**src/hdl/iss_pkg.sv**
```systemverilog
// Shared types and constants for the 3x3 smooth/sharpen image filter.
// No dependencies; every other file in hdl/ except iss_ram imports this package.
package iss_pkg;

   localparam int PIXEL_W        = 8;
   localparam int LINE_W         = 2 * PIXEL_W;
   localparam int CSR_INDEX_W    = 2;
   localparam int CSR_DATA_W     = 16;
   localparam int FRAME_WIDTH_W  = 11;
   localparam int FRAME_HEIGHT_W = 16;
   localparam int MIN_DIM        = 3;
   localparam int MAX_HEIGHT     = 65534;
   localparam int BOX_W          = 12;
   localparam int SHARP_W        = 13;

   // floor(s / 9) == (s * 7282) >> 16 for every box sum below 32768
   localparam int RECIP_W        = 13;
   localparam int RECIP_SHIFT    = 16;
   localparam logic [RECIP_W-1:0] RECIP_NINE = 13'd7282;

   localparam int DEF_FRAME_WIDTH  = 640;
   localparam int DEF_FRAME_HEIGHT = 480;

   typedef enum logic [CSR_INDEX_W-1:0] {
      CSR_MODE         = 2'd0,
      CSR_FRAME_WIDTH  = 2'd1,
      CSR_FRAME_HEIGHT = 2'd2
   } csr_index_type;

   typedef enum logic {
      MODE_SMOOTH  = 1'b0,
      MODE_SHARPEN = 1'b1
   } mode_type;

   typedef enum logic {
      OP_PIXEL = 1'b0,
      OP_FLUSH = 1'b1
   } op_type;

   // per-item position decisions handed from the counters to the window stage
   typedef struct packed {
      logic emit;
      logic first_col;
      logic top;
      logic bottom;
      logic left;
      logic right;
      logic last;
   } border_type;

   // kernel partial results handed from the window stage to the output stage
   typedef struct packed {
      logic [BOX_W-1:0]   box;
      logic [SHARP_W-1:0] sharp;
      logic               last;
   } sum_type;

endpackage

```
**src/hdl/iss_if.sv**
```systemverilog


interface iss_rsp_if import iss_pkg::*; ();
   logic               valid;
   logic               ready;
   logic [PIXEL_W-1:0] value;
   logic               last;

   modport source (output valid, value, last, input ready);
   modport sink   (input valid, value, last, output ready);
endinterface

```
**src/hdl/iss_kernel.sv**
```systemverilog
// Output stage: divide the box sum by nine or clamp the sharpening sum,
// then hold the result in the output register. Depends on iss_pkg, iss_if.
module iss_kernel import iss_pkg::*; (
   input  logic      clock,
   input  logic      reset,
   input  mode_type  mode,
   input  logic      sum_valid,
   input  sum_type   sums,
   output logic      sum_ready,
   iss_rsp_if.source rsp
);

   localparam int PROD_W = BOX_W + RECIP_W;

   logic               out_v_ff;
   logic [PIXEL_W-1:0] value_ff;
   logic               last_ff;

   logic [PROD_W-1:0]  box_prod;
   logic [PIXEL_W-1:0] box_avg;
   logic [PIXEL_W-1:0] sharp_clamped;
   logic [PIXEL_W-1:0] value_in;

   assign sum_ready = !out_v_ff || rsp.ready;

   // divide by nine through the reciprocal, clamp the sharpened value
   always_comb begin
      box_prod = PROD_W'(sums.box) * PROD_W'(RECIP_NINE);
      box_avg  = box_prod[RECIP_SHIFT +: PIXEL_W];
      priority if (sums.sharp[SHARP_W-1]) begin
         sharp_clamped = '0;
      end else if (|sums.sharp[SHARP_W-2:PIXEL_W]) begin
         sharp_clamped = '1;
      end else begin
         sharp_clamped = sums.sharp[PIXEL_W-1:0];
      end
      value_in = (mode == MODE_SHARPEN) ? sharp_clamped : box_avg;
   end

   always_ff @(posedge clock) begin
      if (reset) begin
         out_v_ff <= 1'b0;
      end else if (sum_ready) begin
         out_v_ff <= sum_valid;
      end
   end

   always_ff @(posedge clock) begin
      if (sum_ready && sum_valid) begin
         value_ff <= value_in;
         last_ff  <= sums.last;
      end
   end

   assign rsp.valid = out_v_ff;
   assign rsp.value = value_ff;
   assign rsp.last  = last_ff;

endmodule

```
**src/flat_wrapper.sv**
```systemverilog
// flat-port wrapper written by rule: the top's interface ports become plain ports
module iss_kernel_flat import iss_pkg::*;
  (clock, reset, mode, sum_valid, sums, sum_ready, rsp_valid, rsp_value, rsp_last, rsp_ready);
  iss_rsp_if rsp_i ();
  input  logic clock;
  input  logic reset;
  input  mode_type mode;
  input  logic sum_valid;
  input  sum_type sums;
  output logic sum_ready;
  output wire logic [$bits(rsp_i.valid)-1:0] rsp_valid;
  output wire logic [$bits(rsp_i.value)-1:0] rsp_value;
  output wire logic [$bits(rsp_i.last)-1:0] rsp_last;
  input wire logic [$bits(rsp_i.ready)-1:0] rsp_ready;
  assign rsp_valid = rsp_i.valid;
  assign rsp_value = rsp_i.value;
  assign rsp_last = rsp_i.last;
  assign rsp_i.ready = rsp_ready;
  iss_kernel u_core (.clock(clock), .reset(reset), .mode(mode), .sum_valid(sum_valid), .sums(sums), .sum_ready(sum_ready), .rsp(rsp_i));
endmodule
```
**config.mk**
```make
export PLATFORM = sky130hd
export DESIGN_NAME = iss_kernel_flat
export DESIGN_NICKNAME = d
export VERILOG_FILES = /design/src/hdl/iss_pkg.sv /design/src/hdl/iss_if.sv /design/src/hdl/iss_kernel.sv /design/src/flat_wrapper.sv
export SDC_FILE = /design/constraint.sdc
export NUM_CORES = 1
export LEC_CHECK = 0
export BUFFER_PORTS_ARGS = -buffer_cell sky130_fd_sc_hd__buf_2
export CAP_MARGIN = 40
export CORE_UTILIZATION = 46
export DETAILED_ROUTE_END_ITERATION = 10
export HOLD_SLACK_MARGIN = 0.1
export PLACE_DENSITY_LB_ADDON = 0.25
export SKIP_CTS_REPAIR_TIMING = 1
export SLEW_MARGIN = 20
export SYNTH_ARGS = -nofsm -noshare
export SYNTH_HDL_FRONTEND = slang
export SYNTH_SLANG_ARGS = --single-unit
```
**constraint.sdc**
```tcl
create_clock -name clock -period 5.5 [get_ports clock]
set_input_delay 1.1 -clock clock [delete_from_list [all_inputs] [get_ports clock]]
set_output_delay 1.1 -clock clock [all_outputs]
set_load 0.005 [all_outputs]
```
==> metrics.cfg, run 1 <==
[status]
outcome = complete, no violations

[critical_path]
path_max_fanout = 4
crit_family = adder cells
start_kind = primary input
critPathKind = primary input to flip-flop
slowest_delay_ns = 0.53
cp_slowest_cell = fa_1
r2r_cells = 2
crit_chain = buf_2 > inv_1 > fa_1 > inv_1 > ha_1 > inv_1 > fa_1 > inv_1 > fa_1 > inv_1 > fa_1 > inv_1 > ha_1 > nor2_1 > a311oi_1 > nand2_1 > o211ai_1 > nor4_1 > a211o_1
critical_path_depth = 19
crit_arrival_ns = 5.27
crit_top_cell = inv_1
cp.required_ns = 5.48
endpoint_kind = flip-flop
timing.critical_path.buf_inv = 7

[pwr]
p_sw_mw = 0.703
p_comb_share_pct = 85.2
clkPwrFrac_pct = 5.7
swShare_pct = 50.2
p_leak_nw = 1.68
seqPwrFrac_pct = 9.0
power_density_nw_per_um2 = 453
ir_worst_vdd_mv = 0.284
p_int_mw = 0.698

[global_route]
overflow = 0
grt_first_pass_wirelength_um = 9320
grt_max_degree = 14
grt_usage_pct = 19.4
antenna_found_initial = 0
grt_pass1_vias = 2110

[detailed_routing]
ant_nets = 0
initialDrtViolationCount = 76
routedWlPerCell_um = 13.6
viasPerCell = 5.10
vias = 2059
drtPass1Iterations = 4
routed_wl_um = 5480
drcViolationCount = 0

[logic_synthesis]
synthAdderAreaFrac_pct = 53.3
synth_warnings = 0
yosys.area.top_type = ha_1
ys_ff_latch = 10
muxShareOfSynthArea_pct = 0.380
synth.avg_cell_area_um2 = 9.66
async_flop_share_pct = 0
synth_edf_count = 9
synth-compound-area-share_pct = 12.9
synth_flop_cell = edfxtp_1
yosysUniqueCellTypes = 46
netlist_instances = 273
synthTopCellsByCount = 66 x ha_1, 59 x inv_1, 29 x fa_1, 13 x nor2_1
syn_area_um2 = 2640
synth_top_family_by_area = adder cells
synth_xor_area_share_pct = 2.66
synth.top_cell.area_share_pct = 31.3
syn-num-nets = 399
yosysMostFrequentCell = ha_1
synthTopCellsByArea = ha_1 31%, fa_1 22%, edfxtp_1 10%
synth_simple_gate_area_share_pct = 11.0
ys_seq_area_share_pct = 11.0

[final_layout]
stdcell_count = 404
finish.utilization_pct = 56.2
n_antenna_cell = 0
fillers = 500
area_delta_synth_final_pct = 17.3
fin_nets = 459
layout-drive-gt1-share_pct = 20.2

[placement]
place_ws_ns = -0.0482
dpl.hpwl_um = 4940
gp_congestion = 0.834
io_buffers = 41
dpl.cell_count = 400

[sta]
whs_ns = 0.502
setup-violations-final = 0
tightestPinTransition_ns = 0.430
min_period_over_period_pct = 96.2
slew-limit-headroom_pct = 71.4
hold_viol_final = 0
max_freq_mhz = 189
period_needed_ns = 5.29
finClkSkew_ns = 0.00220
finalMaxSlewViolations = 0
worst_slack_ns = 0.211
grt_setup_unrepaired = false

[cts]
cts_root_buf = clkbuf_8
cts_buffer_depth = 2
clk_pin_slew_ns = 0.05
cts_made_buffers = 3
tritoncts = done
clock-sinks = 10
cts_max_level = 1
clkLatencyLatePin_ns = 0.24

[die]
initial_core_util_pct = 47.9
core_um2 = 5510
row_count = 27
ios = 42
chipWidth_um = 77.7
die_h_um = 77.7
dieArea_um2 = 6040

[job]
cap_violations = 0

[min_path]
min_path_cells = 2
hp-class = flip-flop to flip-flop

-- sequential cells by signal (all words and copies together) (netlist names) --
name and flops:
u_core.rsp.value 8, u_core.rsp.last 1, u_core.rsp.valid 1
-- placed cells by master (no fill, tap or decap), drive strengths merged, types with 4 or more instances in the layout --
| cell type | count |
|---|---|
| xnor2 | 4 |
| a21o | 4 |
| clkbuf | 4 |
| inv | 59 |
| a21oi | 9 |
| ha | 66 |
| or3 | 5 |
| edfxtp | 9 |
| o21ai | 9 |
| buf | 57 |
| o21a | 5 |
| nand2 | 8 |
| nor3 | 5 |
| xor2 | 4 |
| nor2 | 13 |
| fa | 29 |
-- cell families (layout without fill, tap and decap cells) --
group | after synthesis | count (layout)
simple gates | 51 | 51
mux | 1 | 1
fa+ha+maj | 95 | 95
buf+inv | 61 | 120
compound gates | 47 | 47
xor+xnor | 8 | 8
flops | 10 | 10
-- final cells by class --
class | count | area (µm²) | share of cell area [%]
Tap cell | 72 | 90.1 | 2.91
Timing Repair Buffer | 57 | 325 | 10.5
Inverter | 59 | 221 | 7.16
Multi-Input combinational cell | 202 | 2120 | 68.6
Clock buffer | 4 | 45.0 | 1.46
Sequential cell | 10 | 290 | 9.39
-- worst reg2reg max path, stage by stage, from the launching register on --
cell	delay, ns
dfxtp_1	0.30
nand2b_1	0.09
and2_1	0.40
-- through the flow --
stage          setup TNS (ns)  cell area, µm²  total power, mW
2_1_floorplan               0            2640            0.999
3_3_place_gp                0            3040             1.30
3_5_place_dp          -0.0777            3040             1.31
4_1_cts                     0            3090             1.40
5_1_grt                     0            3090             1.57
6_report                    0            3090             1.40
-- routing by layer --
| layer | share of wire [%] | track usage (%) | routed length [µm] |
|---|---|---|---|
| met5 | 0 | 0 | 0 |
| met2 | 46 | 33.3 | 2540 |
| met4 | 0.77 | 2.83 | 42 |
| met1 | 50 | 26.7 | 2720 |
| met3 | 3.2 | 2.24 | 176 |
-- power groups by stage --
stage	Combinational [mW]	Sequential, mW	Clock, mW
5_1_grt	1.36	0.129	0.0847
3_3_place_gp	1.17	0.127	0
3_5_place_dp	1.18	0.128	0
4_1_cts	1.19	0.127	0.0815
6_report	1.19	0.126	0.0803
2_1_floorplan	0.866	0.133	0
-- worst paths after layout --
path | to | start | slack (ns)
setup / recovery | u_core.rsp.value[7] | sums[21] | 0.21
hold / removal | u_core.rsp.valid | u_core.rsp.valid | 0.50
setup reg to reg | u_core.rsp.value[7] | u_core.rsp.valid | 4.35
hold reg to reg | u_core.rsp.valid | u_core.rsp.valid | 0.50
(Power assumes the default switching activity.)
==> run 2, diff against run 1 <==
--- a/config.mk
+++ b/config.mk
@@ -8,6 +8,7 @@
 export BUFFER_PORTS_ARGS = -buffer_cell sky130_fd_sc_hd__buf_2
 export CAP_MARGIN = 40
 export CORE_UTILIZATION = 46
+export CTS_BUF_LIST = sky130_fd_sc_hd__clkbuf_4 sky130_fd_sc_hd__clkbuf_8
 export DETAILED_ROUTE_END_ITERATION = 10
 export HOLD_SLACK_MARGIN = 0.1
 export PLACE_DENSITY_LB_ADDON = 0.25
==> run 2 against run 1 <==
Net effect:
- flip-flop and latch count unchanged
- count of clock-buffer cells in the layout unchanged
- design area increased by 0.12%
- global-route usage increased by 0.10 points
- largest cell class unchanged
- combinational power about the same
- worst hold slack about the same
- sequential power about the same
- first-iteration DRC count decreased by 2.6%
- highest routed layer unchanged
- clock skew increased by 0.0017 ns
- worst setup slack got worse by 0.0096 ns
- utilization increased by 0.068 points
==> metrics.cfg, run 2 (synthesized netlist as in run 1, its figures left out) <==
[status]
outcome = complete, no violations

[detailed_routing]
drcViolationCount = 0
viasPerCell = 5.10
ant_nets = 0
drtPass1Iterations = 4
routedWlPerCell_um = 13.6
routed_wl_um = 5490
vias = 2062
initialDrtViolationCount = 74

[pwr]
power_density_nw_per_um2 = 453
p_leak_nw = 1.68
ir_worst_vdd_mv = 0.283
power_mw = 1.40

[cts]
clkLatencyLatePin_ns = 0.23
cts_buffer_depth = 2
cts_max_level = 1
clock-sinks = 10
clk_pin_slew_ns = 0.05
cts_made_buffers = 3
tritoncts = done
cts_root_buf = clkbuf_8

[die]
row_count = 27
initial_core_util_pct = 47.9
chipWidth_um = 77.7
core_um2 = 5510
ios = 42
die_h_um = 77.7
dieArea_um2 = 6040

[final_layout]
largest_reg_flops = 8
final_area_um2 = 3100
stdcell_count = 404
seq_area_um2 = 290
multiInputGateArea_um2 = 2120
most-common-layout-cells = 66 x ha_1, 59 x inv_1, 41 x buf_2, 29 x fa_1, 16 x buf_4
area_delta_synth_final_pct = 17.5
finish.utilization_pct = 56.2
fillers = 498
final_common_cell = ha_1
n_antenna_cell = 0
fin_nets = 459
layout-drive-gt1-share_pct = 20.5

[sta]
slew-limit-headroom_pct = 71.4
whs_ns = 0.502
finClkSkew_ns = 0.00386
setup-violations-final = 0
period_needed_ns = 5.30
min_period_over_period_pct = 96.3
max_freq_mhz = 189
grt_setup_unrepaired = false
tightestPinTransition_ns = 0.429
worst_slack_ns = 0.201
setup_tns_ns = 0
hold_viol_final = 0
finalMaxSlewViolations = 0

[placement]
dpl.hpwl_um = 4940
dpl.cell_count = 400
io_buffers = 41
place_ws_ns = -0.0482
place_area_um2 = 3040
gp_congestion = 0.834

[critical_path]
path_max_fanout = 4
critPathKind = primary input to flip-flop
endpoint_kind = flip-flop
r2r_cells = 2
regToRegEndpoint = u_core.rsp.last
r2r_start = u_core.rsp.valid
crit_arrival_ns = 5.28
rrSetupSlack_ns = 4.36
start_kind = primary input
cp.required_ns = 5.48

[min_path]
min_path_cells = 2
min_to = u_core.rsp.valid
hp-start = u_core.rsp.valid
hp-class = flip-flop to flip-flop

[global_route]
antenna_found_initial = 0
overflow = 0
grt_first_pass_wirelength_um = 9380
grt_max_degree = 14
grt_usage_pct = 19.5
grt_pass1_vias = 2117

[job]
cap_violations = 0

-- run 2: changes by cell type in the layout (fill, tap and decap cells not counted) --
cell / change
clkbuf_4: +1
clkbuf_1: -1
-- run 2: critical path, cell delays in order --
cell and delay [ns]:
buf_2 0.09, inv_1 0.06, fa_1 0.53, inv_1 0.05, ha_1 0.28, inv_1 0.06, fa_1 0.53, inv_1 0.05
fa_1 0.51, inv_1 0.06, fa_1 0.52, inv_1 0.04, ha_1 0.31, nor2_1 0.05, a311oi_1 0.30, nand2_1 0.09
o211ai_1 0.26, nor4_1 0.09, a211o_1 0.28
-- run 2: area by class of cell --
| cell class | count | share of cell area, % |
|---|---|---|
| multi-input combinational | 202 | 68.5 |
| tap | 72 | 2.91 |
| sequential | 10 | 9.37 |
| timing repair buffer | 57 | 10.5 |
| inverter | 59 | 7.15 |
| clock buffer | 4 | 1.58 |
-- run 2: routing by layer --
metal	GRT usage, %	share of wire, %	vias to the layer above	wire length (µm)
met1	26.9	49	956	2720
met4	2.83	0.66	0	36
met3	2.24	3.2	7	176
met5	0	0	-	0
met2	33.5	47	37	2560
li1	-	-	1062	-
-- run 2: how the worst max path moves through the flow --
stage | start | endpoint | slack (ns)
floorplan | sums[21] | u_core.rsp.value[7] | 0.25
global placement | sums[21] | u_core.rsp.value[4] | 0.02
detailed placement | sums[21] | u_core.rsp.value[7] | -0.05
CTS | sums[21] | u_core.rsp.value[7] | 0.18
global route | sums[21] | u_core.rsp.value[5] | 0.004
finish | sums[21] | u_core.rsp.value[7] | 0.20
-- run 2: where the power goes --
part | switching [mW] | internal [mW]
registers | 0.00487 | 0.122
clock network | 0.0282 | 0.0556
logic | 0.668 | 0.525
total | 0.701 | 0.703
