**src/hdl/iss_pkg.sv**
```systemverilog
// Shared types and constants for the 3x3 smooth/sharpen image filter.
// No dependencies; every other file in hdl/ except iss_ram imports this package.
package iss_pkg;

   localparam int PIXEL_W        = 8;
   localparam int LINE_W         = 2 * PIXEL_W;
   localparam int CSR_INDEX_W    = 2;
   localparam int CSR_DATA_W     = 16;
   localparam int FRAME_WIDTH_W  = 11;
   localparam int FRAME_HEIGHT_W = 16;
   localparam int MIN_DIM        = 3;
   localparam int MAX_HEIGHT     = 65534;
   localparam int BOX_W          = 12;
   localparam int SHARP_W        = 13;

   // floor(s / 9) == (s * 7282) >> 16 for every box sum below 32768
   localparam int RECIP_W        = 13;
   localparam int RECIP_SHIFT    = 16;
   localparam logic [RECIP_W-1:0] RECIP_NINE = 13'd7282;

   localparam int DEF_FRAME_WIDTH  = 640;
   localparam int DEF_FRAME_HEIGHT = 480;

   typedef enum logic [CSR_INDEX_W-1:0] {
      CSR_MODE         = 2'd0,
      CSR_FRAME_WIDTH  = 2'd1,
      CSR_FRAME_HEIGHT = 2'd2
   } csr_index_type;

   typedef enum logic {
      MODE_SMOOTH  = 1'b0,
      MODE_SHARPEN = 1'b1
   } mode_type;

   typedef enum logic {
      OP_PIXEL = 1'b0,
      OP_FLUSH = 1'b1
   } op_type;

   // per-item position decisions handed from the counters to the window stage
   typedef struct packed {
      logic emit;
      logic first_col;
      logic top;
      logic bottom;
      logic left;
      logic right;
      logic last;
   } border_type;

   // kernel partial results handed from the window stage to the output stage
   typedef struct packed {
      logic [BOX_W-1:0]   box;
      logic [SHARP_W-1:0] sharp;
      logic               last;
   } sum_type;

endpackage

```
**src/hdl/iss_pos.sv**
```systemverilog
// Position counters of the filter: input column/row, output column/row.
// Decides per transfer the line address, the padded pixel and the border flags.
// Depends on iss_pkg.
module iss_pos import iss_pkg::*; #(
   parameter int MAX_WIDTH = 1024,
   localparam int AW       = $clog2(MAX_WIDTH)
) (
   input  logic                      clock,
   input  logic                      reset,
   input  logic                      accept,
   input  logic                      op,
   input  logic [PIXEL_W-1:0]        pixel,
   input  logic [FRAME_WIDTH_W-1:0]  frame_width,
   input  logic [FRAME_HEIGHT_W-1:0] frame_height,
   output logic [AW-1:0]             col,
   output logic [PIXEL_W-1:0]        x,
   output border_type                flags
);

   localparam int WW = (AW + 1 > FRAME_WIDTH_W) ? AW + 1 : FRAME_WIDTH_W;
   localparam logic [WW-1:0] W_MIN = WW'(MIN_DIM);
   localparam logic [WW-1:0] W_MAX = WW'(MAX_WIDTH);
   localparam logic [FRAME_HEIGHT_W-1:0] H_MIN = FRAME_HEIGHT_W'(MIN_DIM);
   localparam logic [FRAME_HEIGHT_W-1:0] H_MAX = FRAME_HEIGHT_W'(MAX_HEIGHT);

   logic [AW-1:0]             in_col_ff,  in_col_in;
   logic [FRAME_HEIGHT_W-1:0] in_row_ff,  in_row_in;
   logic [AW-1:0]             out_col_ff, out_col_in;
   logic [FRAME_HEIGHT_W-1:0] out_row_ff, out_row_in;

   logic [WW-1:0]             fw;
   logic [WW-1:0]             eff_w;
   logic [FRAME_HEIGHT_W-1:0] eff_h;
   logic                      in_wrap;
   logic [FRAME_HEIGHT_W-1:0] in_row_inc;
   logic [FRAME_HEIGHT_W-1:0] out_row_inc;

   // saturate the frame size to the supported range
   always_comb begin
      fw = WW'(frame_width);
      if (fw < W_MIN) begin
         eff_w = W_MIN;
      end else if (fw > W_MAX) begin
         eff_w = W_MAX;
      end else begin
         eff_w = fw;
      end
      if (frame_height < H_MIN) begin
         eff_h = H_MIN;
      end else if (frame_height > H_MAX) begin
         eff_h = H_MAX;
      end else begin
         eff_h = frame_height;
      end
   end

   // decisions for the item on the input side
   always_comb begin
      col     = in_col_ff;
      x       = (op == OP_PIXEL && in_row_ff < eff_h) ? pixel : '0;
      in_wrap = (WW'(in_col_ff) + WW'(1)) >= eff_w;

      flags.emit      = (in_row_ff >= FRAME_HEIGHT_W'(2)) ||
                        (in_row_ff == FRAME_HEIGHT_W'(1) && in_col_ff != '0);
      flags.first_col = (in_col_ff == '0);
      flags.top       = (out_row_ff == '0);
      flags.bottom    = ({1'b0, out_row_ff} + (FRAME_HEIGHT_W + 1)'(1)) >= {1'b0, eff_h};
      flags.left      = (out_col_ff == '0);
      flags.right     = (WW'(out_col_ff) + WW'(1)) >= eff_w;
      flags.last      = flags.bottom && flags.right;

      in_row_inc  = (in_row_ff == '1)  ? in_row_ff  : in_row_ff + FRAME_HEIGHT_W'(1);
      out_row_inc = (out_row_ff == '1) ? out_row_ff : out_row_ff + FRAME_HEIGHT_W'(1);
   end

   // advance the counters; the end of the frame returns them all to zero
   always_comb begin
      in_col_in  = in_wrap ? '0 : in_col_ff + AW'(1);
      in_row_in  = in_wrap ? in_row_inc : in_row_ff;
      out_col_in = out_col_ff;
      out_row_in = out_row_ff;
      if (flags.emit) begin
         priority if (flags.last) begin
            in_col_in  = '0;
            in_row_in  = '0;
            out_col_in = '0;
            out_row_in = '0;
         end else if (flags.right) begin
            out_col_in = '0;
            out_row_in = out_row_inc;
         end else begin
            out_col_in = out_col_ff + AW'(1);
         end
      end
   end

   always_ff @(posedge clock) begin
      if (reset) begin
         in_col_ff  <= '0;
         in_row_ff  <= '0;
         out_col_ff <= '0;
         out_row_ff <= '0;
      end else if (accept) begin
         in_col_ff  <= in_col_in;
         in_row_ff  <= in_row_in;
         out_col_ff <= out_col_in;
         out_row_ff <= out_row_in;
      end
   end

endmodule

```
**config.mk**
```make
export PLATFORM = sky130hd
export DESIGN_NAME = iss_pos
export DESIGN_NICKNAME = d
export VERILOG_FILES = /design/src/hdl/iss_pkg.sv /design/src/hdl/iss_pos.sv
export SDC_FILE = /design/constraint.sdc
export NUM_CORES = 1
export LEC_CHECK = 0
export ABC_AREA = 1
export BUFFER_PORTS_ARGS = -buffer_cell sky130_fd_sc_hd__clkbuf_2
export CORE_MARGIN = 2
export CORE_UTILIZATION = 45
export DETAILED_ROUTE_END_ITERATION = 16
export GPL_ROUTABILITY_DRIVEN = 0
export PLACE_DENSITY = 0.71
export SYNTH_ARGS = -nofsm -noshare
export SYNTH_HDL_FRONTEND = slang
export SYNTH_SLANG_ARGS = --single-unit
```
**constraint.sdc**
```tcl
create_clock -name clock -period 3.1 [get_ports clock]
set_clock_uncertainty 0.1 [all_clocks]
set_input_delay 0.155 -clock clock [delete_from_list [all_inputs] [get_ports clock]]
set_output_delay 0.155 -clock clock [all_outputs]
set_load 0.1 [all_outputs]
```
==> results of run 1 <==
[logic make-up (layout without fill, tap and decap cells)]
| family | Yosys count | in the layout |
|---|---|---|
| adders and majority gates | 62 | 62 |
| and+or+nand+nor | 326 | 326 |
| DFF | 52 | 52 |
| xor gates and xnor gates | 33 | 33 |
| AOI/OAI and AO/OA | 112 | 112 |
| buffers and inverters | 128 | 242 |
[metal layers]
layer,track usage [%],up-vias,routed length [um],share of wire (%)
met5,0,-,0,0
met4,9.52,0,474,3.1
met3,3.57,43,745,4.8
met2,46.7,172,8070,52
met1,30.1,2531,6220,40
li1,-,2596,-,-
[repair_timing]
action / CTS / global route
resized for setup: 42 / 65
buffers inserted: 25 / 10
cloned: 1 / 0
pin swaps: 26 / 26
setup endpoints to repair: 27 / 55
[power groups by stage]
stage | registers [W] | logic, W | clock network (W)
after floorplan | 0.000797 | 0.000481 | 0
after global placement | 0.000748 | 0.000682 | 0
after detailed placement | 0.000750 | 0.000700 | 0
after CTS | 0.000732 | 0.000754 | 0.000434
after global routing | 0.000734 | 0.000865 | 0.000466
final | 0.000730 | 0.000810 | 0.000423
[per-stage QoR]
| step | instance area [um^2] | cells | utilization [%] | power, W | hold WS, ps |
|---|---|---|---|---|---|
| floorplan | 5030 | 713 | - | 0.00128 | 114 |
| global placement | 5620 | 919 | 54.0 | 0.00143 | 360 |
| detailed placement | 5620 | 919 | 54.0 | 0.00145 | 377 |
| CTS | 6160 | 953 | 59.2 | 0.00192 | 117 |
| global route | 6520 | 963 | 62.5 | 0.00207 | 151 |
| finish | 6520 | 963 | 62.5 | 0.00196 | 119 |
[final cells by class]
cell class                 instances  area, um^2  area share, %
clock buffer                       6        82.6           1.27
tap                              136         170           2.61
clock inverter                     2        10.0          0.154
timing repair buffer             118         890           13.7
sequential                        52        1100           16.9
multi-input combinational        533        3800           58.3
inverter                         116         467           7.16
[synthesized netlist by cell type (13+ instances only)]
master	instances	area share [%]
a21oi_1	58	6.0
dfxtp_1	52	21
ha_1	62	16
inv_1	112	8.7
nand2_1	131	10
nand3_1	37	3.8
nand3_2	14	2.9
nand4_1	21	2.7
nor2_1	75	5.8
nor3_1	13	1.3
o21ai_0	27	2.8
xor2_1	31	5.6
[final timing paths]
kind / slack [ps] / endpoint / depth (start not counted)
max: -300 / flags[0] / 17
min: 120 / col[8] / 4
max reg2reg: -250 / col[2] / 20
min reg2reg: 390 / col[8] / 2
[state kept, by name, indices dropped and copies added, names as in the netlist]
signal,flops
col,10
in_row_ff,16
out_col_ff,10
out_row_ff,16
[critical path, cell delays in order (launching register included)]
cell,delay (ps)
dfxtp_2,370
buf_4,160
nand4_1,180
nor4_2,310
nand2_1,170
xor2_1,190
inv_2,80
ha_4,250
nand2_2,100
o21bai_1,110
nand2_1,70
nand4_1,110
nand2_2,80
nor2_4,140
nand3_4,130
nand2_8,90
clkinvlp_4,100
buf_12,170
==> impl_table.tex, run 1 <==
\begin{tabular}{lr}
\hline
Metric & Value \\
\hline
\multicolumn{2}{l}{\textbf{CTS}} \\
Clock root buffer master & clkbuf\_8 \\
Clock tree from TritonCTS & built \\
Clock tree buffer depth & 2 \\
Insertion delay of the later-clocked pin in the worst-skew pair & 320 ps \\
\# H-tree levels & 2 \\
Clock slew at the register clock pins of the worst setup and hold paths & 100 ps \\
Hold buffers post-CTS & 0 \\
Total CTS buffers & 5 \\
Clk sinks & 52 \\
\multicolumn{2}{l}{\textbf{Drt}} \\
DRC violation count after routing & 0 \\
Count of antenna-violating nets left after detailed routing & 0 \\
Vias post-DR & 5342 \\
Drt total wl & 15500 um \\
Initial DRC Count & 403 \\
Drt via density & 5.55 \\
Avg WL per Cell & 16.1 um \\
Total iterations of the first detailed-routing run & 5 \\
\multicolumn{2}{l}{\textbf{Setup path}} \\
CP Capture Type & output port \\
Peak fanout along the critical path & 5 \\
Worst Path Class, Setup & reg2out \\
Crit start category & register \\
R2r startpoint & out\_row\_ff[2] \\
Required time of the worst setup path & 2840 ps \\
Critical path arrival & 3150 ps \\
Beginning of the critical path & out\_row\_ff[2] \\
\multicolumn{2}{l}{\textbf{GRT}} \\
Wire length of the first global-routing pass & 23800 um \\
Remaining global-route overflow & 0 \\
Via count of the first global-routing pass & 5088 \\
Antenna violations before repair & 0 \\
GRT Util Overall & 25.6\% \\
Largest net degree at the start of global routing & 26 \\
\multicolumn{2}{l}{\textbf{Status}} \\
Violated checks & negative setup slack \\
Status & complete, but fails checks \\
\multicolumn{2}{l}{\textbf{Pwr}} \\
Pint & 0.00112 W \\
Proportion of power drawn by the clock network & 21.5\% \\
Part of the total power dissipated in sequential elements & 37.2\% \\
Power per cell area & 301 nW/um\^{}2 \\
Switching component of the power & 0.000846 W \\
Relative contribution of combinational cells to total power & 41.3\% \\
Leakage component of the power & 3.12 nW \\
Maximum ir drop on the vdd rail & 0.332 mV \\
Switching share of power & 43.1\% \\
\multicolumn{2}{l}{\textbf{Yosys}} \\
Primary FF master, synth & dfxtp\_1 \\
Synthesized-area fraction occupied by xor and xnor cells & 5.96\% \\
Multiplexer share of the synthesized area & 0\% \\
Adder and majority cell fraction of the synthesized area & 16.0\% \\
Compound-gate portion of the synthesized area & 13.2\% \\
Synthesized area per cell & 6.81 um\^{}2 \\
Proportion of synthesized flip-flops having asynchronous set or reset & 0\% \\
Seq/Total Area, Yosys & 21.5\% \\
Post-synthesis sequential element count & 52 \\
Cell count after synthesis & 713 \\
Basic-gate share of the synthesized area counting and, or, nand and nor cells & 32.6\% \\
Yosys Warn Count & 0 \\
Number of nets produced by synthesis & 814 \\
Main combinational cell family by area after synthesis & simple AND/OR/NAND/NOR gates \\
Count of flip-flops with a built-in enable after synthesis & 0 \\
Distinct cell type count of the synthesized netlist & 46 \\
Area of the mapped netlist & 4850 um\^{}2 \\
\multicolumn{2}{l}{\textbf{STA}} \\
Worst Max-Slew Pin Slew & 709 ps \\
RSZ-0062 raised after global routing & true \\
Portion of the clock cycle consumed by the worst path in the final layout & 110\% \\
Time the worst path needs with I/O delays and setup & 3400 ps \\
Peak clock frequency supported by timing & 0.294 GHz \\
Worst slew slack as a fraction of its limit & 51.5\% \\
Final setup violating endpoints & 55 \\
Post-route setup TNS & -7260 ps \\
Post-route worst setup slack & -300 ps \\
Number of max-slew violations in the final report & 0 \\
Final hold violation count & 0 \\
\multicolumn{2}{l}{\textbf{Die}} \\
Initial Util & 46.6\% \\
Die outline width & 108 um \\
Site Rows & 37 \\
Die area & 11600 um\^{}2 \\
Area of the core & 10400 um\^{}2 \\
Die Ht & 108 um \\
Boundary Pins & 64 \\
\multicolumn{2}{l}{\textbf{Place}} \\
Total half-perimeter wirelength after legalization and detailed placement & 10900 um \\
Placement Setup Slack & -81.9 ps \\
Quantity of I/O buffers inserted on ports & 63 \\
\multicolumn{2}{l}{\textbf{Min path}} \\
Class of the most critical hold timing path & in2reg \\
Hold\_sp & accept \\
\multicolumn{2}{l}{\textbf{Finish}} \\
Leading cell type in the layout, fill and taps excluded & nand2\_1 \\
NumNets Final & 927 \\
Number of fill cells & 897 \\
Area growth syn-to-layout & 34.3\% \\
Layout cell share with drive strength beyond 1 & 33.7\% \\
Commonest cells after routing, fill and taps aside & nand2\_1 (122), inv\_1 (96), nor2\_1 (66), clkbuf\_2 (60), ha\_1 (55) \\
Antenna diodes & 0 \\
\multicolumn{2}{l}{\textbf{Run}} \\
Max cap viols & 0 \\
\hline
\end{tabular}
Note: power is estimated with default switching activity, not from simulation.
==> run 2: changes to the inputs <==
--- a/config.mk
+++ b/config.mk
@@ -12,6 +12,7 @@
 export DETAILED_ROUTE_END_ITERATION = 16
 export GPL_ROUTABILITY_DRIVEN = 0
 export PLACE_DENSITY = 0.71
+export SKIP_CTS_REPAIR_TIMING = 1
 export SYNTH_ARGS = -nofsm -noshare
 export SYNTH_HDL_FRONTEND = slang
 export SYNTH_SLANG_ARGS = --single-unit
==> impl_table.tex, run 2 (synthesis results as in run 1) <==
\begin{tabular}{lr}
\hline
Metric & Value \\
\hline
\multicolumn{2}{l}{\textbf{Status}} \\
Status & complete, but fails checks \\
Violated checks & negative setup slack \\
\multicolumn{2}{l}{\textbf{Setup path}} \\
Required time of the worst setup path & 2840 ps \\
Critical path capture point & flags[0] \\
Number of cells traversed by the worst register-to-register path & 18 \\
FF-to-FF setup slack & -120 ps \\
R2r startpoint & out\_row\_ff[0] \\
Crit start category & register \\
Worst Path Class, Setup & reg2out \\
Critical path arrival & 3170 ps \\
Beginning of the critical path & out\_row\_ff[0] \\
CP Capture Type & output port \\
R2R Path End & out\_row\_ff[4] \\
Peak fanout along the critical path & 5 \\
\multicolumn{2}{l}{\textbf{GRT}} \\
Remaining global-route overflow & 0 \\
Antenna violations before repair & 0 \\
GRT Util Overall & 23.6\% \\
Largest net degree at the start of global routing & 26 \\
Via count of the first global-routing pass & 4803 \\
Wire length of the first global-routing pass & 22200 um \\
\multicolumn{2}{l}{\textbf{Finish}} \\
Leading cell type in the layout, fill and taps excluded & nand2\_1 \\
Commonest cells after routing, fill and taps aside & nand2\_1 (128), inv\_1 (99), nor2\_1 (67), clkbuf\_2 (60), ha\_1 (55) \\
Multi-input gate area & 3670 um\^{}2 \\
Antenna diodes & 0 \\
Number of fill cells & 923 \\
Register area & 1100 um\^{}2 \\
Post-layout instance count excluding filler cells & 959 \\
Registers with the most flip-flops & in\_row\_ff (16), out\_row\_ff (16) \\
NumNets Final & 923 \\
Area growth syn-to-layout & 29.3\% \\
Final Cell Area & 6270 um\^{}2 \\
Layout cell share with drive strength beyond 1 & 30.7\% \\
\multicolumn{2}{l}{\textbf{STA}} \\
Portion of the clock cycle consumed by the worst path in the final layout & 110\% \\
Peak clock frequency supported by timing & 0.292 GHz \\
RSZ-0062 raised after global routing & true \\
Worst Max-Slew Pin Slew & 725 ps \\
Post-route setup TNS & -1250 ps \\
Final hold violation count & 0 \\
Time the worst path needs with I/O delays and setup & 3430 ps \\
Number of max-slew violations in the final report & 0 \\
Final setup violating endpoints & 18 \\
Worst slew slack as a fraction of its limit & 50.4\% \\
Minimum hold slack & 129 ps \\
Post-route worst setup slack & -325 ps \\
\multicolumn{2}{l}{\textbf{Drt}} \\
Drt via density & 5.47 \\
Initial DRC Count & 399 \\
Avg WL per Cell & 15.1 um \\
Vias post-DR & 5248 \\
DRC violation count after routing & 0 \\
Count of antenna-violating nets left after detailed routing & 0 \\
Total iterations of the first detailed-routing run & 5 \\
Drt total wl & 14500 um \\
\multicolumn{2}{l}{\textbf{Die}} \\
Area of the core & 10400 um\^{}2 \\
Die Ht & 108 um \\
Die outline width & 108 um \\
Boundary Pins & 64 \\
Site Rows & 37 \\
Die area & 11600 um\^{}2 \\
Initial Util & 46.6\% \\
\multicolumn{2}{l}{\textbf{Pwr}} \\
Pint & 0.00111 W \\
Maximum ir drop on the vdd rail & 0.421 mV \\
Power per cell area & 308 nW/um\^{}2 \\
Proportion of power drawn by the clock network & 21.7\% \\
Switching share of power & 42.6\% \\
Switching component of the power & 0.000823 W \\
Leakage component of the power & 3.07 nW \\
Relative contribution of combinational cells to total power & 40.6\% \\
Part of the total power dissipated in sequential elements & 37.7\% \\
\multicolumn{2}{l}{\textbf{Min path}} \\
Class of the most critical hold timing path & in2reg \\
\multicolumn{2}{l}{\textbf{CTS}} \\
Clock slew at the register clock pins of the worst setup and hold paths & 100 ps \\
Clock tree buffer depth & 2 \\
Clk sinks & 52 \\
\# H-tree levels & 2 \\
Insertion delay of the later-clocked pin in the worst-skew pair & 320 ps \\
Clock tree from TritonCTS & built \\
Clock root buffer master & clkbuf\_8 \\
Total CTS buffers & 5 \\
\multicolumn{2}{l}{\textbf{Run}} \\
Max cap viols & 0 \\
\multicolumn{2}{l}{\textbf{Place}} \\
Quantity of I/O buffers inserted on ports & 63 \\
Post-DP Area & 5620 um\^{}2 \\
Total half-perimeter wirelength after legalization and detailed placement & 10900 um \\
Total placed cells including tap cells & 919 \\
\hline
\end{tabular}
[run 2: cell types whose count changed in the layout (fill, tap and decap cells not counted), moves of 3 or more]
cell,previous run,this run
a21oi_1,41,46
a21oi_2,21,16
buf_12,8,5
buf_4,40,43
buf_6,9,4
inv_1,96,99
inv_2,15,12
nand2_1,122,128
nand2_2,11,5
nand3_4,6,2
[run 2: final cells by class]
cell class,count,area share [%]
clock buffers,6,1.32
multi-input cells,534,58.5
clock inverters,2,0.160
inverters,116,7.30
flip-flops and latches,52,17.5
repair buffers,113,12.5
well taps,136,2.71
[run 2: worst min-delay path by stage]
stage	from	to	slack, ps	cells past startpoint
floorplan	reset	col[0]	110	1
global placement	out_col_ff[8]	out_col_ff[8]	360	2
detailed placement	out_col_ff[8]	out_col_ff[8]	380	2
CTS	accept	col[8]	120	4
global route	reset	col[9]	160	2
finish	accept	col[8]	130	4
[run 2: power by group through the flow]
stage / clock [W] / combinational [W] / sequential [W]
after floorplan: 0 / 0.000481 / 0.000797
after global placement: 0 / 0.000682 / 0.000748
after detailed placement: 0 / 0.000700 / 0.000750
after CTS: 0.000434 / 0.000703 / 0.000734
after global routing: 0.000457 / 0.000843 / 0.000732
final: 0.000420 / 0.000785 / 0.000729
[run 2: critical path, cell delays in order (launching register included)]
cell and delay (ps):
dfxtp_4 400, ha_4 130, nand4_1 170, nor4_4 320
nand2_2 120, nor2_2 130, xor2_1 230, ha_1 310
nand2_1 120, inv_1 80, nand4_1 130, nand2_2 80
nor2_4 120, nand3_4 140, nand2_8 120, clkinvlp_4 100
buf_12 170
[run 2: metrics by stage]
step	util [%]	setup slack [ps]	total power, W
floorplan	-	-347	0.00128
detailed placement	54.0	-81.9	0.00145
finish	60.2	-325	0.00193
global route	60.2	-467	0.00203
CTS	54.9	-437	0.00187
global placement	54.0	11.1	0.00143
[run 2: layer usage]
metal  wire, um  up-vias  global-route usage (%)
li1           -     2584                       -
met1       6050     2461                    28.9
met2       7340      164                    42.4
met3        611       39                    3.15
met4        510        0                    7.69
met5          0        -                       0
